[src/design/sbox_multiply_hash_defines.svh]
// Assertion macros used by the top-level design file
`ifndef SBOX_MULTIPLY_HASH_DEFINES_SVH
`define SBOX_MULTIPLY_HASH_DEFINES_SVH

// Implication check, cycle-relative
`define SMH_ASSERT_IMP(label, clk, rstn, lhs, rhs, msg) \
    label: assert property (@(posedge clk) disable iff (!rstn) (lhs) |-> (rhs)) \
        else $error(msg);

// Next-cycle implication check
`define SMH_ASSERT_NXT(label, clk, rstn, lhs, rhs, msg) \
    label: assert property (@(posedge clk) disable iff (!rstn) (lhs) |=> (rhs)) \
        else $error(msg);

`endif

[src/design/smh_pkg.sv]
`timescale 1ns / 1ps
package smh_pkg;
    localparam int WORD_W    = 64;
    localparam int ADDR_W    = 15;
    localparam int ENTRY_W   = 12;
    localparam int SEL_W     = 3;
    localparam int CFG_IDX_W = 3;

    localparam logic [CFG_IDX_W-1:0] REG_TABLE_SIZE   = 3'd0;
    localparam logic [CFG_IDX_W-1:0] REG_PRIME_HIGH   = 3'd1;
    localparam logic [CFG_IDX_W-1:0] REG_PRIME_LOW    = 3'd2;
    localparam logic [CFG_IDX_W-1:0] REG_PRIME_PROD   = 3'd3;
    localparam logic [CFG_IDX_W-1:0] REG_LENGTH_MULT  = 3'd4;
    localparam logic [CFG_IDX_W-1:0] REG_START_HASH   = 3'd5;
    localparam logic [CFG_IDX_W-1:0] REG_SEED_VALUE   = 3'd6;

    // multiplier handshake
    typedef struct packed {
        logic              start;
        logic [WORD_W-1:0] a;
        logic [WORD_W-1:0] b;
    } mul_req_t;

    typedef struct packed {
        logic              done;
        logic [WORD_W-1:0] p;
    } mul_rsp_t;

    // divider handshake
    typedef struct packed {
        logic              start;
        logic [WORD_W-1:0] n;
        logic [WORD_W-1:0] d;
    } div_req_t;

    typedef struct packed {
        logic              done;
        logic [WORD_W-1:0] r;
    } div_rsp_t;
endpackage

[src/design/smh_mul.sv]
`timescale 1ns / 1ps
module smh_mul (
    input  logic              aclk,
    input  logic              aresetn,
    input  smh_pkg::mul_req_t req,
    output smh_pkg::mul_rsp_t rsp
);
    // 64x64 low product as three 32x32 partials, one per cycle
    logic [63:0] a_reg, b_reg, acc_reg, acc_next;
    logic [1:0]  step_reg;
    logic        busy_reg, done_reg;
    logic [31:0] pa, pb;
    logic [63:0] part;

    always_comb begin
        pa = step_reg[0] ? a_reg[63:32] : a_reg[31:0];
        pb = step_reg[1] ? b_reg[63:32] : b_reg[31:0];
        part = pa * pb;
        case (step_reg)
            2'd0:    acc_next = part;
            2'd1:    acc_next = acc_reg + {part[31:0], 32'd0};
            2'd2:    acc_next = acc_reg + {part[31:0], 32'd0};
            default: acc_next = acc_reg;
        endcase
    end

    // advance one partial product per cycle
    always_ff @(posedge aclk) begin
        if (!aresetn) begin
            busy_reg <= 1'b0;
            done_reg <= 1'b0;
            step_reg <= 2'd0;
        end else begin
            done_reg <= 1'b0;
            if (req.start) begin
                busy_reg <= 1'b1;
                step_reg <= 2'd0;
            end else if (busy_reg) begin
                step_reg <= step_reg + 2'd1;
                if (step_reg == 2'd2) begin
                    busy_reg <= 1'b0;
                    done_reg <= 1'b1;
                end
            end
        end
    end

    always_ff @(posedge aclk) begin
        if (req.start) begin
            a_reg <= req.a;
            b_reg <= req.b;
        end else if (busy_reg) begin
            acc_reg <= acc_next;
        end
    end

    assign rsp.done = done_reg;
    assign rsp.p    = acc_reg;
endmodule

[config.mk]
export PLATFORM = sky130hd
export DESIGN_NAME = smh_mul
export DESIGN_NICKNAME = d
export VERILOG_FILES = /design/src/design/sbox_multiply_hash_defines.svh /design/src/design/smh_pkg.sv /design/src/design/smh_mul.sv
export SDC_FILE = /design/constraint.sdc
export NUM_CORES = 2
export LEC_CHECK = 0
export ABC_AREA = 1
export BUFFER_PORTS_ARGS = -buffer_cell sky130_fd_sc_hd__buf_4
export CAP_MARGIN = 5
export CORE_ASPECT_RATIO = 1.4
export CORE_UTILIZATION = 42
export CTS_CLUSTER_SIZE = 14
export DETAILED_ROUTE_END_ITERATION = 7
export HOLD_SLACK_MARGIN = 0.15
export PLACE_DENSITY_LB_ADDON = 0.05
export SYNTH_ARGS = -nofsm -noshare
export SYNTH_HDL_FRONTEND = slang
export SYNTH_SLANG_ARGS = --single-unit
export TNS_END_PERCENT = 100
[constraint.sdc]
create_clock -name aclk -period 10.5 [get_ports aclk]
set_input_delay 0.525 -clock aclk [delete_from_list [all_inputs] [get_ports aclk]]
set_output_delay 0.525 -clock aclk [all_outputs]
set_load 0.01 [all_outputs]
Yosys cells after proc, flatten, opt, wreduce, memory -nomap -nowiden

Cells that the tools add are included.
Widths: inputs -> output; s select.

Register bits: 196
Input port bits: 131
Output and inout bits: 65
Logic and storage cells: 27

Add/subtract/negate cells: 2
Multiply operators: 1
Equality and inequality tests: 2
Muxes and demuxes: 7
Bitwise logic cells: 3
Reductions and logical operators: 6

Operator list:

| operator            | number |
|---|---|
| $pmux 64 s2         | 1 |
| $add 64x64->64      | 1 |
| $mul 32x32->64      | 1 |
| $mux 32             | 2 |
| $mux 1              | 4 |
| $reduce_or 2->1     | 2 |
| $not 1->1           | 3 |
| $reduce_and 3->1    | 1 |
| $reduce_or 3->1     | 1 |
| $add 2x1->2 const B | 1 |
| $eq 2x1->1 const B  | 1 |
| $eq 2x2->1 const B  | 1 |
| $logic_not 2->1     | 1 |
| $reduce_bool 2->1   | 1 |

Logic depth before layout (Yosys ltp)

Depth in word-level cells: 4
Gate-level depth with buffers: 47
Gate-level depth less buffers: 43

Worst setup path before layout

OpenSTA, ideal clock, no wires.

Path kind: reg2reg
From: reg step_reg[0]
To: reg acc_reg[63] (data pin)
Library setup time: 253 ps
Data arrival time: 7727 ps
Required time: 10247 ps
Slack: 2520 ps
Stages on the path, launching flop included: 43
Path buffers: 3
Clock period less this slack: 7980 ps
Path through: dfxtp_1 -> buf_4 -> inv_2 -> buf_2 -> or2_2 -> o21ai_0 -> buf_2 -> nor2_1 -> fa_1 -> fa_1 -> fa_1 -> inv_1 -> fa_1 -> inv_1 -> fa_1 -> inv_1 -> fa_1 -> inv_1 -> (+7 left out) -> nand2_1 -> nand2_2 -> nand2_1 -> nand2_2 -> xor2_1 -> inv_1 -> ha_1 -> nand2_1 -> nor2_1 -> inv_1 -> nor2_1 -> inv_1 -> nor3_1 -> a21oi_1 -> inv_1 -> nand2_1 -> nand3_1 -> nand2_1

Word-level cells in the longest chain between the ends: 4
Elaborated cells between the ends (all ways): 8
Those cells by class: add/sub (1); mul (1); eq/ne (2); mux (2); reduce/logical (2)

Ends and longest elaborated chain:

| item                     | line                         | source |
|---|---|---|
| start: declaration       | smh_mul.sv:10                | `logic [1:0] step_reg;` |
| start signal: assignment | smh_mul.sv:39                | `step_reg <= step_reg + 2'd1;` |
| $mux 32                  | smh_mul.sv:16                | `pa = step_reg[0] ? a_reg[63:32] : a_reg[31:0];` |
| $mul 32x32->64           | smh_mul.sv:18                | `part = pa * pb;` |
| $add 64x64->64           | smh_mul.sv:21, smh_mul.sv:22 |  |
| $pmux 64 s2 (*)          | smh_mul.sv:19                | `case (step_reg)` |
| net acc_next[63]         | smh_mul.sv:9                 | `logic [63:0] a_reg, b_reg, acc_reg, acc_next;` |
| end signal: assignment   | smh_mul.sv:53                | `acc_reg <= acc_next;` |
| end: declaration         | smh_mul.sv:9                 |  |

Mark *: on every way through the listed nets, which the timed path passes. The rest lies on a longest branch.
A chain may end at the register's enable or synchronous reset.

Final worst setup path

From: reg step_reg[1]
To: reg acc_reg[60] (data pin)

Word-level cells in the longest chain between the ends: 4
Elaborated cells between the ends (all ways): 8
Those cells by class: add/sub (1); mul (1); eq/ne (2); mux (2); reduce/logical (2)

Ends and longest elaborated chain:

| item             | line                         | source |
|---|---|---|
| $mux 32          | smh_mul.sv:17                | `pb = step_reg[1] ? b_reg[63:32] : b_reg[31:0];` |
| $mul 32x32->64   | smh_mul.sv:18                |  |
| $add 64x64->64   | smh_mul.sv:21, smh_mul.sv:22 |  |
| $pmux 64 s2 (*)  | smh_mul.sv:19                |  |
| net acc_next[60] | smh_mul.sv:9                 |  |

Marked as above.

==> run_results.csv <==
group,metric,value,unit
status,status,"finished, final reports clean",
critical_path,end_kind,"flip-flop",
timing,grt_setup_unrepaired,"no",
route,ant_nets,0,
yosys,ys_seq_area_share,13.8,%
grt,grt_max_degree,75,
grt,grt_usage,32.7,%
floorplanning,core,99900,sq um
clocking,clock-root-buffer,"clkbuf_16",
critical_path,crit_start,"step_reg[1]",
floorplanning,die_area,102000,sq um
route,num_vias,34000,
yosys,ys.flop_type,"edfxtp_1",
yosys,avgSynthCellArea,8.53,sq um
floorplanning,fp-row-count,137,
placed_design,numPortBuffers,195,
critical_path,cpPeakStageDelay,0.72,ns
floorplanning,dieWidth,271,um
layout,nFillCells,9890,
timing,fmaxAchievable,102,MHz
placed_design,dpl.hpwl,136,mm
timing,final-setup-viol-count,0,
route,m1WireLength,58.4,mm
grt,grt_pass1_vias,37800,
timing,min_period_over_period,93.8,%
yosys,yosys-top-cells-area,"fa_1 (42%), edfxtp_1 (14%), inv_1 (10%), nand2_1 (9.4%), ha_1 (8.8%)",
timing,clock_skew,0.0314,ns
yosys,synthesis.nets,6301,
critical_path,regToRegStartpoint,"step_reg[1]",
critical_path,crit_fanout,33,
grt,antenna_found_initial,3,
layout,diodes,0,
layout,drive_above_1_share,9.64,%
critical_path,critPathKind,"reg2reg",
yosys,yosys_warnings,0,
route,top_layer,"met4",
yosys,synth-edff-count,192,
yosys,syn_area,42400,sq um
yosys,ys_ff_latch,196,
route,wl_met2,84.5,mm
route,route.detailed.drc,0,
critical_path,start_kind,"flip-flop",
critical_path,rrSetupSlack,0.65,ns
floorplanning,start_util,42.5,%
route,drtIter0Drc,2171,
route,wire_per_inst,24.3,um
grt,grt-ovfl-total,0,
route,wl_met3,7.27,mm
critical_path,critPathSlowestCell,"dfxtp_2",
layout,regArea,5850,sq um
yosys,synth_largest_area_cell,"fa_1",
critical_path,crit_arrival,10.13,ns
clocking,path_clk_slew,0.09,ns
yosys,ys_types,50,
timing,relSlewSlack,18.6,%
floorplanning,die_h,378,um
critical_path,endpoint,"acc_reg[60]",
clocking,clk_path_buf_depth,2,
grt,grt_pass1_wl,241,mm
timing,slew_violations,0,
clocking,clk_latency,0.54,ns
clocking,cts_resized,0,
route,drt_pass1_iterations,6,
critical_path,r2r_end,"acc_reg[60]",
yosys,synthArstFlopShare,0,%
clocking,htree_levels,4,
clocking,cts.sinks,196,
timing,tightest_slew,1.21,ns
layout,area_growth,12.1,%
floorplanning,io_pins,196,
yosys,synth_common_cells,"inv_1 (1140), nand2_1 (1059), fa_1 (897)",
critical_path,crit_top_cell,"fa_1",
clocking,cts_buffers,17,
timing,setup_tns,0,ns
route,vias_per_cell,5.16,
critical_path,crit_required,10.78,ns
timing,hold_viol_final,0,
hold_path,hold_path.class,"in2reg",
yosys,yosysMostFrequentCell,"inv_1",
yosys,synth_top_area_share,42.3,%
placed_design,globalplace.congestion,0.978,
timing,finalCriticalPeriod,9.85,ns
layout,multi_input_area,31400,sq um
critical_path,reg2reg_depth,35,
clocking,cts_tree,"yes",
run,drv_cap,0,
route,finalWirelength,160,mm
layout,final_nets,6584,
yosys,synthCells,4975,
[logic make-up after synthesis]
kind of cell / Yosys count / synth area share [%]
and+or+nand+nor: 1842 / 17.4
adders and majority gates: 1195 / 51.1
xor gates and xnor gates: 31 / 0.640
buffers and inverters: 1360 / 12.4
DFF: 196 / 13.8
AOI/OAI and AO/OA: 351 / 4.70
[worst max-delay path: cells and delay by family (launching register included)]
kind	cells	cell delay [ns]
adder cells (fa/ha/maj)	10	4.72
buffers and inverters	9	1.31
AND/OR/NAND/NOR	10	1.07
flip-flops	1	0.72
AO/OA/AOI/OAI	5	1.07
XOR/XNOR	1	0.66
[worst min path at each step]
stage	from	end	slack [ns]	cells past startpoint
final	req[5]	b_reg[5]	0.19	1
after global routing	req[10]	b_reg[10]	0.17	1
after CTS	req[10]	b_reg[10]	0.15	1
after detailed placement	busy_reg	step_reg[1]	0.51	1
after global placement	busy_reg	busy_reg	0.51	2
after floorplan	busy_reg	step_reg[0]	0.48	2
[cell type report]
class / instances / share of cell area, %
Inverter: 1175 / 9.27
Multi-Input combinational cell: 3419 / 65.9
Sequential cell: 196 / 12.3
Tap cell: 1320 / 3.47
Timing Repair Buffer: 449 / 7.78
Clock buffer: 17 / 0.894
Clock inverter: 15 / 0.389
[metrics by stage]
step	instances	area, sq um	setup slack, ns	util (%)	hold slack, ns
finish	6591	47600	0.653	47.6	0.189
global route	6591	47600	0.181	47.6	0.170
CTS	6591	47600	0.689	47.6	0.152
detailed placement	6437	45800	0.809	45.8	0.514
global placement	6437	45800	0.708	45.8	0.515
floorplan	4975	42400	2.52	-	0.481
[layout by cell type (no fill, tap or decap), types with 5 or more instances in the layout]
cell type	n
clkbuf_16	17
or2_2	29
nor3_1	19
dlygate4sd3_1	122
a21oi_1	145
a21boi_0	6
nor2_2	10
xor2_1	23
nor2_1	576
ha_1	297
edfxtp_1	192
nand2_1	1059
nand4_1	8
buf_4	324
o21a_1	5
xnor2_1	8
o21ai_0	88
o21ai_2	36
fa_1	897
nand2_2	15
nand3b_1	10
a21o_1	9
o21bai_1	10
o21ai_1	39
nand3_1	90
nor3_2	6
inv_2	33
inv_1	1140
or2_1	6
nand3_2	6
[per-layer routing]
| layer | GRT usage (%) | up-vias |
|---|---|---|
| met2 | 60.8 | 1030 |
| met4 | 16.9 | 0 |
| met3 | 4.13 | 316 |
| met5 | 0 | - |
| li1 | - | 15200 |
| met1 | 36.2 | 17500 |
[what timing repair did]
| action | 4_1_cts | 5_1_grt |
|---|---|---|
| endpoints found under the hold margin | 122 | 0 |
| buffers inserted | 0 | 0 |
| hold buffers | 122 | 0 |
Power is left out: the tool's default activity adds up to more than one toggle a clock period on the data nets, which glitch-free logic cannot reach.
