$ cat src/design/sbox_multiply_hash_defines.svh
// Assertion macros used by the top-level design file
`ifndef SBOX_MULTIPLY_HASH_DEFINES_SVH
`define SBOX_MULTIPLY_HASH_DEFINES_SVH

// Implication check, cycle-relative
`define SMH_ASSERT_IMP(label, clk, rstn, lhs, rhs, msg) \
    label: assert property (@(posedge clk) disable iff (!rstn) (lhs) |-> (rhs)) \
        else $error(msg);

// Next-cycle implication check
`define SMH_ASSERT_NXT(label, clk, rstn, lhs, rhs, msg) \
    label: assert property (@(posedge clk) disable iff (!rstn) (lhs) |=> (rhs)) \
        else $error(msg);

`endif

$ cat src/design/smh_pkg.sv
`timescale 1ns / 1ps
package smh_pkg;
    localparam int WORD_W    = 64;
    localparam int ADDR_W    = 15;
    localparam int ENTRY_W   = 12;
    localparam int SEL_W     = 3;
    localparam int CFG_IDX_W = 3;

    localparam logic [CFG_IDX_W-1:0] REG_TABLE_SIZE   = 3'd0;
    localparam logic [CFG_IDX_W-1:0] REG_PRIME_HIGH   = 3'd1;
    localparam logic [CFG_IDX_W-1:0] REG_PRIME_LOW    = 3'd2;
    localparam logic [CFG_IDX_W-1:0] REG_PRIME_PROD   = 3'd3;
    localparam logic [CFG_IDX_W-1:0] REG_LENGTH_MULT  = 3'd4;
    localparam logic [CFG_IDX_W-1:0] REG_START_HASH   = 3'd5;
    localparam logic [CFG_IDX_W-1:0] REG_SEED_VALUE   = 3'd6;

    // multiplier handshake
    typedef struct packed {
        logic              start;
        logic [WORD_W-1:0] a;
        logic [WORD_W-1:0] b;
    } mul_req_t;

    typedef struct packed {
        logic              done;
        logic [WORD_W-1:0] p;
    } mul_rsp_t;

    // divider handshake
    typedef struct packed {
        logic              start;
        logic [WORD_W-1:0] n;
        logic [WORD_W-1:0] d;
    } div_req_t;

    typedef struct packed {
        logic              done;
        logic [WORD_W-1:0] r;
    } div_rsp_t;
endpackage

$ cat src/design/smh_div.sv
`timescale 1ns / 1ps
module smh_div (
    input  logic              aclk,
    input  logic              aresetn,
    input  smh_pkg::div_req_t req,
    output smh_pkg::div_rsp_t rsp
);
    // restoring remainder, one quotient bit per cycle
    logic [63:0] n_reg, d_reg, r_reg;
    logic [6:0]  cnt_reg;
    logic        busy_reg, done_reg;
    logic [64:0] shifted, diff;

    always_comb begin
        shifted = {r_reg, n_reg[63]};
        diff    = shifted - {1'b0, d_reg};
    end

    always_ff @(posedge aclk) begin
        if (!aresetn) begin
            busy_reg <= 1'b0;
            done_reg <= 1'b0;
            cnt_reg  <= 7'd0;
        end else begin
            done_reg <= 1'b0;
            if (req.start) begin
                busy_reg <= 1'b1;
                cnt_reg  <= 7'd0;
            end else if (busy_reg) begin
                cnt_reg <= cnt_reg + 7'd1;
                if (cnt_reg == 7'd63) begin
                    busy_reg <= 1'b0;
                    done_reg <= 1'b1;
                end
            end
        end
    end

    always_ff @(posedge aclk) begin
        if (req.start) begin
            n_reg <= req.n;
            d_reg <= req.d;
            r_reg <= 64'd0;
        end else if (busy_reg) begin
            n_reg <= {n_reg[62:0], 1'b0};
            r_reg <= diff[64] ? shifted[63:0] : diff[63:0];
        end
    end

    assign rsp.done = done_reg;
    assign rsp.r    = r_reg;
endmodule

$ cat config.mk
export PLATFORM = sky130hd
export DESIGN_NAME = smh_div
export DESIGN_NICKNAME = d
export VERILOG_FILES = /design/src/design/sbox_multiply_hash_defines.svh /design/src/design/smh_pkg.sv /design/src/design/smh_div.sv
export SDC_FILE = /design/constraint.sdc
export NUM_CORES = 1
export LEC_CHECK = 0
export BUFFER_PORTS_ARGS = -buffer_cell sky130_fd_sc_hd__buf_4
export CORE_ASPECT_RATIO = 1.5
export CORE_MARGIN = 2
export CORE_UTILIZATION = 45
export DETAILED_ROUTE_END_ITERATION = 10
export HOLD_SLACK_MARGIN = 0.06
export PLACE_DENSITY = 0.77
export SYNTH_ARGS = -nofsm -noshare
export SYNTH_HDL_FRONTEND = slang
export SYNTH_SLANG_ARGS = --single-unit
export TNS_END_PERCENT = 1
$ cat constraint.sdc
create_clock -name aclk -period 2.92 [get_ports aclk]
set_input_delay 0.584 -clock aclk [delete_from_list [all_inputs] [get_ports aclk]]
set_output_delay 0.584 -clock aclk [all_outputs]
set_load 0.005 [all_outputs]
# --- After elaboration in Yosys (flattened, before gate mapping) ---
# Cells that the tools add are included.
totals:
  regBits: 201
  latchBits: 0
  ram_bits: 0
  romBits: 0
  elab_cells: 21
  n_memories: 0
classes:
  n_addsub: 2
  multipliers: 0
  div_mod_pow: 0
  n_lt_le_gt_ge: 0
  eq_ne: 1
  n_shift: 0
  muxes: 7
  bitwise: 2
  n_reduce_logical: 3
op_table:
  columns: ["op", "n"]
  rows:
  - ["64-bit two-way mux", 3]
  - ["65-bit by 64-bit subtractor with 65-bit output", 1]
  - ["7-bit by 1-bit adder with 7-bit output (second input constant)", 1]
  - ["7-bit by 6-bit == test with 1-bit output (second input constant)", 1]
  - ["1-bit two-way mux", 4]
  - ["3-bit OR reduction", 1]
  - ["1-bit NOT", 2]
  - ["2-bit nonzero test", 1]
  - ["2-bit OR reduction", 1]

# --- Depth between registers and ports, before layout ---
# Gate-level depths: netlist (run 1).
logic_depth:
  depth_word: 4
  ltp_mapped: 14
  mapped_depth_nobuf: 13

# --- Worst setup path before layout (run 1) ---
# OpenSTA, ideal clock, no wires.
synth_timing:
  path_type: "reg-to-reg"
  start: "register n_reg[63]"
  end: "register r_reg[40]"
  setup_ps: 89
  arrival_ps: 3016
  required_ps: 2831
  slack_ps: -185
  stages_incl_launch_ff: 15
  period_less_slack_ps: 3105
  cell_sequence: "edfxtp_1 -> inv_1 -> ha_1 -> fa_1 -> and2b_1 -> o2111ai_1 -> a21oi_1 -> a221o_1 -> a21o_1 -> a21oi_4 -> o21ai_4 -> xor2_2 -> buf_4 -> nand4_1 -> a311oi_2"
synth_between:
  elab_chain_len: 2
synth_rtl:
  columns: ["element", "line", "text"]
  rows:
  - ["start: declaration", "smh_div.sv:9", "logic [63:0] n_reg, d_reg, r_reg;"]
  - ["start signal: assignment", "smh_div.sv:41", "n_reg <= req.n;"]
  - ["start signal: assignment", "smh_div.sv:45", "n_reg <= {n_reg[62:0], 1'b0};"]
  - ["65-bit by 64-bit subtractor with 65-bit output", "smh_div.sv:16", "diff = shifted - {1'b0, d_reg};"]
  - ["64-bit two-way mux", "smh_div.sv:46", "r_reg <= diff[64] ? shifted[63:0] : diff[63:0];"]
  - ["end signal: assignment", "smh_div.sv:46", null]
  - ["end: declaration", "smh_div.sv:9", null]
# No other way between the ends.
# A chain may end at the register's enable or synchronous reset.

# --- Worst setup path after layout (run 1) ---
layout_timing:
  start: "register d_reg[0]"
  end: "register r_reg[1]"
layout_between:
  elab_chain_len: 2
layout_rtl:
  columns: ["element", "line", "text"]
  rows:
  - ["start: declaration", "smh_div.sv:9", null]
  - ["start signal: assignment", "smh_div.sv:42", "d_reg <= req.d;"]
  - ["65-bit by 64-bit subtractor with 65-bit output", "smh_div.sv:16", null]
  - ["64-bit two-way mux", "smh_div.sv:46", null]
# No other way between the ends.

==> results of run 1 <==
==> how the worst max path moves through the flow <==
| stage | from | to | cells after the start |
|---|---|---|---|
| detailed placement | d_reg[16] | r_reg[61] | 14 |
| global placement | d_reg[18] | r_reg[61] | 15 |
| finish | d_reg[0] | r_reg[1] | 16 |
| global route | d_reg[0] | r_reg[59] | 16 |
| floorplan | n_reg[63] | r_reg[5] | 13 |
| CTS | d_reg[0] | r_reg[1] | 16 |
==> power by group through the flow <==
stage	combinational, mW	clock [mW]	sequential (mW)
2_1_floorplan	1.56	0	3.47
3_3_place_gp	2.71	0	3.46
3_5_place_dp	2.77	0	3.47
4_1_cts	2.99	2.90	3.42
5_1_grt	3.30	3.00	3.44
6_report	3.05	2.83	3.42
==> kinds of logic (layout without fill, tap and decap cells) <==
kind of cell / Yosys count / after routing / share of synthesized area (%)
AO/OA/AOI/OAI: 312 / 312 / 19.82
XOR/XNOR: 59 / 59 / 4.416
adder cells (fa/ha/maj): 66 / 66 / 6.777
buffers and inverters: 162 / 567 / 5.566
flip-flops: 201 / 201 / 43.15
multiplexers: 68 / 68 / 6.177
AND/OR/NAND/NOR: 391 / 391 / 14.09
==> cell type report <==
| class | instances | area share, % |
|---|---|---|
| Clock buffer | 26 | 3.529 |
| Clock inverter | 14 | 0.8156 |
| Sequential cell | 201 | 31.46 |
| Multi-Input combinational cell | 896 | 38.84 |
| Timing Repair Buffer | 438 | 20.84 |
| Tap cell | 342 | 2.536 |
| Inverter | 89 | 1.980 |
==> stage by stage <==
step	hold WS (ns)	setup slack, ns
after floorplan	0.4539	-0.1521
after global placement	0.4635	-0.5013
after detailed placement	0.4768	-0.6432
after CTS	0.1988	-0.3621
after global routing	0.2037	-0.5932
final	0.2216	-0.4465
==> repair_timing <==
item,in CTS,in global routing
cloned,4,0
setup endpoints to repair,64,64
pin swaps,49,25
gates resized for setup,50,18
buffers inserted,9,4
==> metal layers <==
layer  wire [microns]  global-route usage (%)  share of wire, %
met1            12680                   24.38                36
met2            18230                   44.85                52
met3             2438                   5.630               6.9
met4             1993                   13.35               5.6
met5                0                       0                 0
==> cells in the mapped netlist (6+ instances only) <==
cell type  instances  area share [%]
mux2_2            63             5.8
a211oi_1          11            0.67
edfxtp_1         128              31
or3_1              8            0.41
nor3_1            21            0.85
a21oi_1           78             3.2
a311oi_1           6            0.43
and3_1             7            0.36
a31oi_1           10            0.51
dfxtp_1           73              12
nand4_1           21             1.1
a21o_1            33             2.0
clkbuf_1          44             1.3
o21a_1             7            0.43
o31ai_1            9            0.55
buf_2             18            0.73
xor2_1            27             1.9
a311oi_2          44             5.4
nand2_1          169             5.2
ha_1              65             6.6
nor2_1           108             3.3
nand3_1           25             1.0
inv_1             89             2.7
o21bai_1          11            0.67
o211ai_1           6            0.37
o21ai_0           51             2.1
xnor2_1           30             2.1
buf_6              6            0.55
==> results.sh, run 1 <==
export IMPL_ir_drop_mv=0.5757
export IMPL_cp_slowest_stage_delay_ns=0.41
export IMPL_gr_usage_all_layers_pct=23.93
export IMPL_synth_edff_count=128
export IMPL_crit_path_start_kind="register"
export IMPL_multiInputGateArea_sq_um=6554
export IMPL_leakage_nw=7.378
export IMPL_finalMaxSlewViolations=0
export IMPL_wirelength_mm=35.35
export IMPL_hold_viol_final=0
export IMPL_place_area_sq_um=15660
export IMPL_final_setup_skew_ns=0.02281
export IMPL_syn_area_per_cell_sq_um=9.766
export IMPL_htreeDepth=1
export IMPL_drc=0
export IMPL_final_common_cell="buf_4"
export IMPL_crit_top_cell="buf_12"
export IMPL_synthFlopType="edfxtp_1"
export IMPL_cts_root_buf="clkbuf_16"
export IMPL_regToRegSetupSlack_ns=-0.45
export IMPL_grt_pass1_wl_mm=55.93
export IMPL_io_buffer_count=195
export IMPL_total_power_mw=9.296
export IMPL_design_area_sq_um=16870
export IMPL_path_buf_inv=4
export IMPL_ys_types=78
export IMPL_min_period_over_period_pct=115.3
export IMPL_ys_seq_elements=201
export IMPL_setup_violations=64
export IMPL_wire_per_inst_microns=17.62
export IMPL_synth_yosys_seq_area_share_pct=43.15
export IMPL_r2r_end="r_reg[1]"
export IMPL_end_kind="register"
export IMPL_antenna_found_initial=0
export IMPL_design_core_area_sq_um=27040
export IMPL_cts_sinks=201
export IMPL_critPathSlowestCell="edfxtp_1"
export IMPL_p_per_area_nw_per_um2=550.9
export IMPL_cts_made_buffers=22
export IMPL_clockBufferDepth=3
export IMPL_path_class="reg2reg"
export IMPL_fill_cells=2157
export IMPL_fin_nets=1845
export IMPL_postSynth_asyncResetShare_pct=0
export IMPL_rsz0062_at_grt="true"
export IMPL_hold_path_depth=1
export IMPL_worstSkewPairLatency_ns=0.54
export IMPL_firstDrtPassIters=6
export IMPL_dp_hpwl_mm=25.93
export IMPL_violations="setup timing"
export IMPL_antennaDiodeCount=0
export IMPL_ios=196
export IMPL_ctsHoldBuffers=0
export IMPL_holdPathEnd="d_reg[57]"
export IMPL_cts_tree="yes"
export IMPL_drt_vias_per_instance=5.527
export IMPL_slew_headroom_pct=53.64
export IMPL_crit_reg2reg_launch="d_reg[0]"
export IMPL_fmax_ghz=0.2970
export IMPL_drt_initial_drc_count=560
export IMPL_setup_ws_ns=-0.4465
export IMPL_clk_pin_slew_ns=0.06
export IMPL_cap_viol_max_count=0
export IMPL_utilization_pct=62.42
export IMPL_place_congestion=0.9287
export IMPL_die_h_microns=206.5
export IMPL_grt_overflow=0
export IMPL_synthesis_instances=1259
export IMPL_p_int_mw=6.429
export IMPL_pwr_share_clk_pct=30.4
export IMPL_grt_max_degree=68
export IMPL_critPathTopFamily="compound AO/OA/AOI/OAI gates"
export IMPL_crit_chain="ha_4, fa_2, and2b_1, o2111ai_2, a21oi_2, a221o_1, a21o_1, a21oi_4, o21ai_4, buf_12, xor2_4, buf_12, buf_12, buf_16, nand2_2, a32o_1"
export IMPL_drive_gt1_share_pct=39.00
export IMPL_finalNonFillerCells=2006
export IMPL_num_vias=11090
export IMPL_rr_worst_depth=16
export IMPL_crit_arrival_ns=3.78
export IMPL_grt_pass1_vias=11540
export IMPL_place_inst=1950
export IMPL_fin_crit_ns=3.366
export IMPL_critPathMaxFanout=7
export IMPL_power_switching_mw=2.867
export IMPL_syn2layout_area_growth_pct=37.24
export IMPL_switching_share_pct=30.84
export IMPL_status="complete, but fails checks"
export IMPL_final_cell_mix="buf_4, nand2_1, edfxtp_1"
export IMPL_hold_path_class="in2reg"
export IMPL_crit_required_ns=3.34
export IMPL_min_from="req[57]"
export IMPL_netlist_area_sq_um=12300
export IMPL_seqCellArea_sq_um=5309
export IMPL_synth_nets=1456
export IMPL_seqPwrFrac_pct=36.8
export IMPL_combinationalPowerShare_pct=32.8
export IMPL_die_x_microns=139.0
export IMPL_setup_tns_final_ns=-23.44
export IMPL_worstMarginPinSlew_ns=0.6947
export IMPL_dieArea_sq_um=28690
export IMPL_ant_nets=0
export IMPL_rows=74
export IMPL_ys_warn_count=0
export IMPL_start_util_pct=45.48
Power figures use the tool's default switching activity.
==> run 2, diff against run 1 <==
--- a/config.mk
+++ b/config.mk
@@ -7,7 +7,6 @@
 export LEC_CHECK = 0
 export BUFFER_PORTS_ARGS = -buffer_cell sky130_fd_sc_hd__buf_4
 export CORE_ASPECT_RATIO = 1.5
-export CORE_MARGIN = 2
 export CORE_UTILIZATION = 45
 export DETAILED_ROUTE_END_ITERATION = 10
 export HOLD_SLACK_MARGIN = 0.06
==> run 2 against run 1 <==
The flow still finishes with violations (setup timing). Sequential share of layout area grew 0.90 points. Combinational power shrank 7.2%. Die area shrank 2.4%. Register-to-register slack better by 0.11 ns. Global-route usage rose by 0.37 points. First-iteration DRC count is 8.6% lower. Fmax is 3.3% higher. Final cell count decreased by 1.8%. Clock skew is 0.0082 ns lower. Count of clock-buffer cells in the layout stayed put. Worst hold slack improved by 0.0070 ns. Sequential power about the same.
==> results.sh, run 2 (synthesis gave the netlist of run 1 again) <==
export IMPL_clk_pin_slew_ns=0.06
export IMPL_setup_ws_ns=-0.3379
export IMPL_hold_viol_final=0
export IMPL_rsz0062_at_grt="true"
export IMPL_p_per_area_nw_per_um2=550.6
export IMPL_seqCellArea_sq_um=5309
export IMPL_worstMarginPinSlew_ns=0.7876
export IMPL_cts_made_buffers=22
export IMPL_critPathMaxFanout=6
export IMPL_cts_root_buf="clkbuf_16"
export IMPL_crit_path_start_kind="register"
export IMPL_finalMaxSlewViolations=0
export IMPL_slew_headroom_pct=47.49
export IMPL_final_common_cell="buf_4"
export IMPL_dp_hpwl_mm=25.20
export IMPL_ctsHoldBuffers=0
export IMPL_start_util_pct=46.10
export IMPL_path_class="reg2reg"
export IMPL_grt_overflow=0
export IMPL_wirelength_mm=33.68
export IMPL_htreeDepth=1
export IMPL_drt_vias_per_instance=5.529
export IMPL_fin_crit_ns=3.258
export IMPL_fill_cells=2198
export IMPL_ir_drop_mv=0.5321
export IMPL_syn2layout_area_growth_pct=33.41
export IMPL_grt_pass1_wl_mm=53.96
export IMPL_grt_pass1_vias=11160
export IMPL_fmax_ghz=0.3069
export IMPL_design_area_sq_um=16400
export IMPL_place_area_sq_um=15510
export IMPL_clockBufferDepth=3
export IMPL_design_core_area_sq_um=26670
export IMPL_min_period_over_period_pct=111.6
export IMPL_cap_viol_max_count=0
export IMPL_leakage_nw=7.151
export IMPL_worstSkewPairLatency_ns=0.53
export IMPL_io_buffer_count=195
export IMPL_num_vias=10890
export IMPL_place_congestion=0.9251
export IMPL_fin_nets=1815
export IMPL_final_cell_mix="buf_4, nand2_1, edfxtp_1"
export IMPL_gr_usage_all_layers_pct=24.29
export IMPL_firstDrtPassIters=7
export IMPL_cts_sinks=201
export IMPL_violations="setup timing"
export IMPL_multiInputGateArea_sq_um=6470
export IMPL_crit_required_ns=3.36
export IMPL_drive_gt1_share_pct=37.11
export IMPL_crit_arrival_ns=3.70
export IMPL_wire_per_inst_microns=17.10
export IMPL_hold_path_class="in2reg"
export IMPL_die_h_microns=204.5
export IMPL_final_setup_skew_ns=0.01458
export IMPL_dp_slack_ns=-0.3878
export IMPL_end_kind="register"
export IMPL_ios=196
export IMPL_cts_tree="yes"
export IMPL_antennaDiodeCount=0
export IMPL_status="complete, but fails checks"
export IMPL_antenna_found_initial=0
export IMPL_die_x_microns=137.0
export IMPL_ant_nets=0
export IMPL_setup_violations=64
export IMPL_drt_initial_drc_count=512
export IMPL_total_power_mw=9.031
export IMPL_dieArea_sq_um=28000
export IMPL_drc=0
export IMPL_rows=73
export IMPL_grt_max_degree=71
## run 2: through the flow
step	instances	hold WS (ns)	utilization, %	setup TNS, ns
floorplan	1259	0.4539	-	-7.734
global placement	1928	0.4634	58.17	-16.61
detailed placement	1928	0.4773	58.17	-18.85
CTS	1969	0.2087	61.27	-12.55
global route	1970	0.2166	61.50	-27.05
finish	1970	0.2286	61.50	-14.41
## run 2: routing by layer
| metal | GRT usage [%] | up-vias | wire length (microns) |
|---|---|---|---|
| met5 | 0 | - | 0 |
| met4 | 12.24 | 0 | 1624 |
| met3 | 5.630 | 109 | 2481 |
| met2 | 44.39 | 371 | 17350 |
| met1 | 25.51 | 5128 | 12230 |
| li1 | - | 5285 | - |
## run 2: repair_timing
action	4_1_cts	5_1_grt
pin swaps	27	11
setup endpoints to repair	64	64
resized for setup	31	12
setup buffers	2	1
## run 2: power breakdown
part	switching [mW]	internal, mW	total (mW)
registers	0.117	3.30	3.42
logic	1.48	1.35	2.83
clock network	1.17	1.61	2.78
total	2.77	6.26	9.03
## run 2: worst max-delay path, cell delays in order (launching register included)
cell	delay [ns]
edfxtp_1	0.38
inv_1	0.07
ha_2	0.19
fa_2	0.20
and2b_1	0.21
o2111ai_2	0.23
a21oi_2	0.09
a221o_1	0.34
a21o_1	0.22
a21oi_4	0.20
o21ai_4	0.11
xnor2_4	0.16
buf_12	0.16
or3_4	0.36
a311oi_2	0.26
## run 2: worst paths after layout
check                  start    endpoint  slack, ns  cells past startpoint
setup / recovery   n_reg[63]    r_reg[5]      -0.34                     14
hold reg to reg   cnt_reg[6]  cnt_reg[6]       0.48                      2
hold / removal       req[26]   d_reg[26]       0.23                      1
setup reg to reg   n_reg[63]    r_reg[5]      -0.34                     14
## run 2: layout make-up
cell class / count / share of cell area, %
clock inverter: 13 / 0.7246
multi-input combinational: 896 / 39.44
inverter: 89 / 2.037
clock buffer: 26 / 3.577
timing repair buffer: 408 / 19.28
sequential: 201 / 32.36
tap: 337 / 2.571
